`config.mk`:
```
export PLATFORM = sky130hd
export DESIGN_NAME = dsh_height_calc
export DESIGN_NICKNAME = d
export VERILOG_FILES = /design/src/rtl/dsh_pkg.sv /design/src/rtl/dsh_height_calc.sv
export SDC_FILE = /design/constraint.sdc
export NUM_CORES = 2
export LEC_CHECK = 0
export ABC_CLOCK_PERIOD_IN_PS = 9200
export BUFFER_PORTS_ARGS = -buffer_cell sky130_fd_sc_hd__clkbuf_2
export CAP_MARGIN = 20
export CORE_AREA = 2 2 274 249
export CTS_BUF_LIST = sky130_fd_sc_hd__clkbuf_2 sky130_fd_sc_hd__clkbuf_4 sky130_fd_sc_hd__clkbuf_8
export DETAILED_ROUTE_END_ITERATION = 8
export DIE_AREA = 0 0 276 251
export GPL_TIMING_DRIVEN = 1
export PLACE_DENSITY = 0.78
export SLEW_MARGIN = 15
export SYNTH_ARGS = -nofsm -noshare
export SYNTH_HDL_FRONTEND = slang
export SYNTH_SLANG_ARGS = --single-unit
export TNS_END_PERCENT = 5
```
`constraint.sdc`:
```
create_clock -name clk -period 9.2 [get_ports clk]
set_clock_uncertainty 0.1 [all_clocks]
set_input_delay 0.92 -clock clk [delete_from_list [all_inputs] [get_ports clk]]
set_output_delay 0.92 -clock clk [all_outputs]
set_load 0.05 [all_outputs]
```
`src/rtl/dsh_pkg.sv`:
```
`default_nettype none
package dsh_pkg;
    localparam int HALF_LOG_DEF = 3;
    localparam int CFG_IDX_W = 3;
    localparam int CFG_DATA_W = 24;
    localparam int HGT_W = 24;
    localparam int RGH_W = 16;
    localparam int FAC_W = 16;
    localparam int COORD_W = 7;

    localparam logic [CFG_IDX_W-1:0] REG_CORNER_TL = 3'd0;
    localparam logic [CFG_IDX_W-1:0] REG_CORNER_TR = 3'd1;
    localparam logic [CFG_IDX_W-1:0] REG_CORNER_BL = 3'd2;
    localparam logic [CFG_IDX_W-1:0] REG_CORNER_BR = 3'd3;
    localparam logic [CFG_IDX_W-1:0] REG_ROUGHNESS = 3'd4;

    localparam logic [RGH_W-1:0] ROUGHNESS_RESET = 16'h8000;

    // neighbour slots in ascending order
    typedef enum logic [1:0] {
        SLOT_LEFT   = 2'd0,
        SLOT_TOP    = 2'd1,
        SLOT_RIGHT  = 2'd2,
        SLOT_BOTTOM = 2'd3
    } slot_t;
endpackage
`default_nettype wire

```
`src/rtl/dsh_height_calc.sv`:
```
`default_nettype none
// two-stage height arithmetic: avg*(1+f*r), rounded to Q.8 and saturated
module dsh_height_calc
(
    input  wire logic                            clk,
    input  wire logic signed [25:0]              sum,
    input  wire logic signed [dsh_pkg::FAC_W-1:0] factor,
    input  wire logic [dsh_pkg::RGH_W-1:0]       rough,
    output logic signed [dsh_pkg::HGT_W-1:0]     height
);
    import dsh_pkg::*;

    logic signed [32:0] rh_reg;
    logic signed [25:0] sum_reg;
    logic signed [33:0] one_rh;
    logic signed [60:0] prod;
    logic signed [60:0] rnd;
    logic signed [27:0] q;

    // first stage: factor times roughness, Q.31
    always_ff @(posedge clk)
    begin
        rh_reg  <= 33'(factor) * $signed({1'b0, rough});
        sum_reg <= sum;
    end

    // second stage: sum*(2^31 + rh), then round to nearest with ties up
    always_comb
    begin
        one_rh = 34'(rh_reg) + 34'sh80000000;
        prod   = 61'(sum_reg) * 61'(one_rh);
        rnd    = prod + 61'sh100000000;
        q      = rnd[60:33];
        if (q > 28'sd8388607)
            height = 24'sh7FFFFF;
        else if (q < -28'sd8388608)
            height = 24'sh800000;
        else
            height = q[23:0];
    end
endmodule
`default_nettype wire

```
==> impl_metrics.toml <==
[route]
initialDrtViolationCount = 2469
wl_per_cell_microns = 19.3
dr.pass1.iters = 8
ant_nets = 0
wl_mm = 103
avgViaCountPerCell = 5.51
drc_errors = 1
vias = 29331

[synthesis]
syn_area_sq_um = 40100
synth-edff-count = 0
synth.avg_cell_area_sq_um = 9.18
synthFlopType = "dfxtp_1"
yosysSeqAreaShare_pct = 2.95
async_flop_share_pct = 0
synth_seq_cells = 59
syn_nets = 5811
ys_warn_count = 0
ys_types = 59
syn_inst = 4368

[critical_path]
crit_arrival_ns = 8.09
worstPathMaxFanout = 8
crit_path_end_kind = "output port"
start_kind = "flip-flop"
path_class = "flip-flop to output port"
crit_start = "rh_reg[31]"
max_stage_delay_ns = 0.57
path_common_cell = "fa_1"
crit_required_ns = 8.18
crit_slowest_cell = "fa_2"

[global_routing]
grt_max_degree = 35
antenna_found_initial = 1
gr-usage-all-layers_pct = 30.2
grt_pass1_vias = 32368
grt_overflow = 0
grt_pass1_wl_mm = 165

[placement]
dp_slack_ns = 0.128
port-buffer-count = 82
hpwl_mm = 80.4
gp_congestion = 0.929

[sta]
finalHoldViolCount = 0
slew_viol_final = 0
fmax_ghz = 0.110
tightest_slew_ns = 0.743
setup_ws_ns = 0.0894
period_needed_ns = 9.11
maxSlewHeadroom_pct = 50.4
fin_crit_sh_pct = 99.0
finalSetupViolCount = 0
fin_setup_tns_ns = 0
rsz0062_at_grt = "yes"

[floorplan]
die_area_sq_um = 69300
core_sq_um = 66400
die_h_microns = 251
std_cell_rows = 90
start_util_pct = 60.4
ios = 83
die_w_microns = 276

[run]
drv_cap = 0

[run_status]
violations = "design-rule violations"
status = "complete, but fails checks"

[clocking]
cts_tree = "built"
numCtsBuffers = 9
cts-root-buf = "clkbuf_8"
clock_sinks = 59
h-tree-depth = 3
clk_pin_slew_ns = 0.09
clk_path_buf_depth = 2

[hold_path]
worst_hold_path_type = "primary input to flip-flop"
hp-start = "sum[1]"

[finish]
drive_above_1_share_pct = 10.2
layout_commonest_cell = "inv_1"
nets = 5891
largest_reg_flops = 33
n_antenna_cell = 0
layout-area-overhead-vs-synth_pct = 10.1
final_cell_mix = "1152 x inv_1, 1078 x fa_1, 650 x nand2_1, 425 x and2_1, 259 x ha_1"
-- through the flow --
step	hold slack [ns]	util, %	area, sq um	instances
after floorplan	0.848	-	40300	4368
after global placement	0.923	63.9	42400	5251
after detailed placement	0.924	63.9	42400	5251
after CTS	0.507	64.9	43100	5278
after global routing	0.514	66.5	44200	5327
final	0.529	66.5	44200	5327
-- worst max-delay path: cells and delay by family, from the launching register on --
kind                     cells  cell delay (ns)
AND/OR/NAND/NOR              4             0.66
buffers and inverters        9             1.18
AO/OA/AOI/OAI                7             1.32
flip-flops                   1             0.34
adder cells (fa/ha/maj)      9             4.18
-- cells in the mapped netlist (5+ instances only) --
cell      count  area [sq um]
inv_1      1167          4380
fa_1       1102         22100
nand2_1     661          2480
and2_1      428          2680
ha_1        282          3530
clkbuf_1    193           724
a21oi_1      62           310
nor2_1       61           229
dfxtp_1      59          1180
xnor2_1      40           350
o21ai_0      39           195
nand2b_1     36           225
a21o_1       35           263
nor2b_1      29           181
xor2_1       18           158
o21bai_1     15           113
nand3_1      14          70.1
nand4_1      13          81.3
nor3_1       12          60.1
o211ai_1      7          52.6
o31ai_1       7          52.6
a211oi_1      6          45.0
a31oi_1       6          37.5
and3_1        6          37.5
o21a_1        6          45.0
o22ai_1       5          31.3
-- timing repair --
action | 4_1_cts | 5_1_grt
resized for setup | 84 | 135
hold buffers | 0 | 0
cloned | 4 | 9
setup buffers | 7 | 40
hold endpoints to repair | 0 | 0
pin swaps | 9 | 84
endpoints found under the setup margin | 23 | 23
-- final timing paths --
check | cells past startpoint | slack, ns | end
max | 29 | 0.09 | height[4]
min | 1 | 0.53 | sum_reg[1]
-- layer usage --
layer	up-vias	track usage (%)	share of wire [%]
li1	12621	-	-
met1	14932	41.0	39
met2	1525	49.8	47
met3	251	5.86	10
met4	2	9.43	3.9
met5	-	0	0.013
-- cell type report --
cell class                 count  area [sq um]
multi-input combinational   2946         34500
fill                        5040         22300
inverter                    1167          4390
timing repair buffer         265          2730
sequential                    59          1280
tap                          874          1090
clock buffer                   9           124
clock inverter                 7          52.6
-- cell families after synthesis --
logic type,after synthesis,share of synthesized area [%]
simple gates,1279,15.5
flops,59,2.95
fa+ha+maj,1384,63.8
mux,2,0.0499
xor+xnor,58,1.27
buf+inv,1363,12.8
compound gates,223,3.66
Power is left out: the tool's default activity adds up to more than one toggle a clock period on the data nets, which glitch-free logic cannot reach.
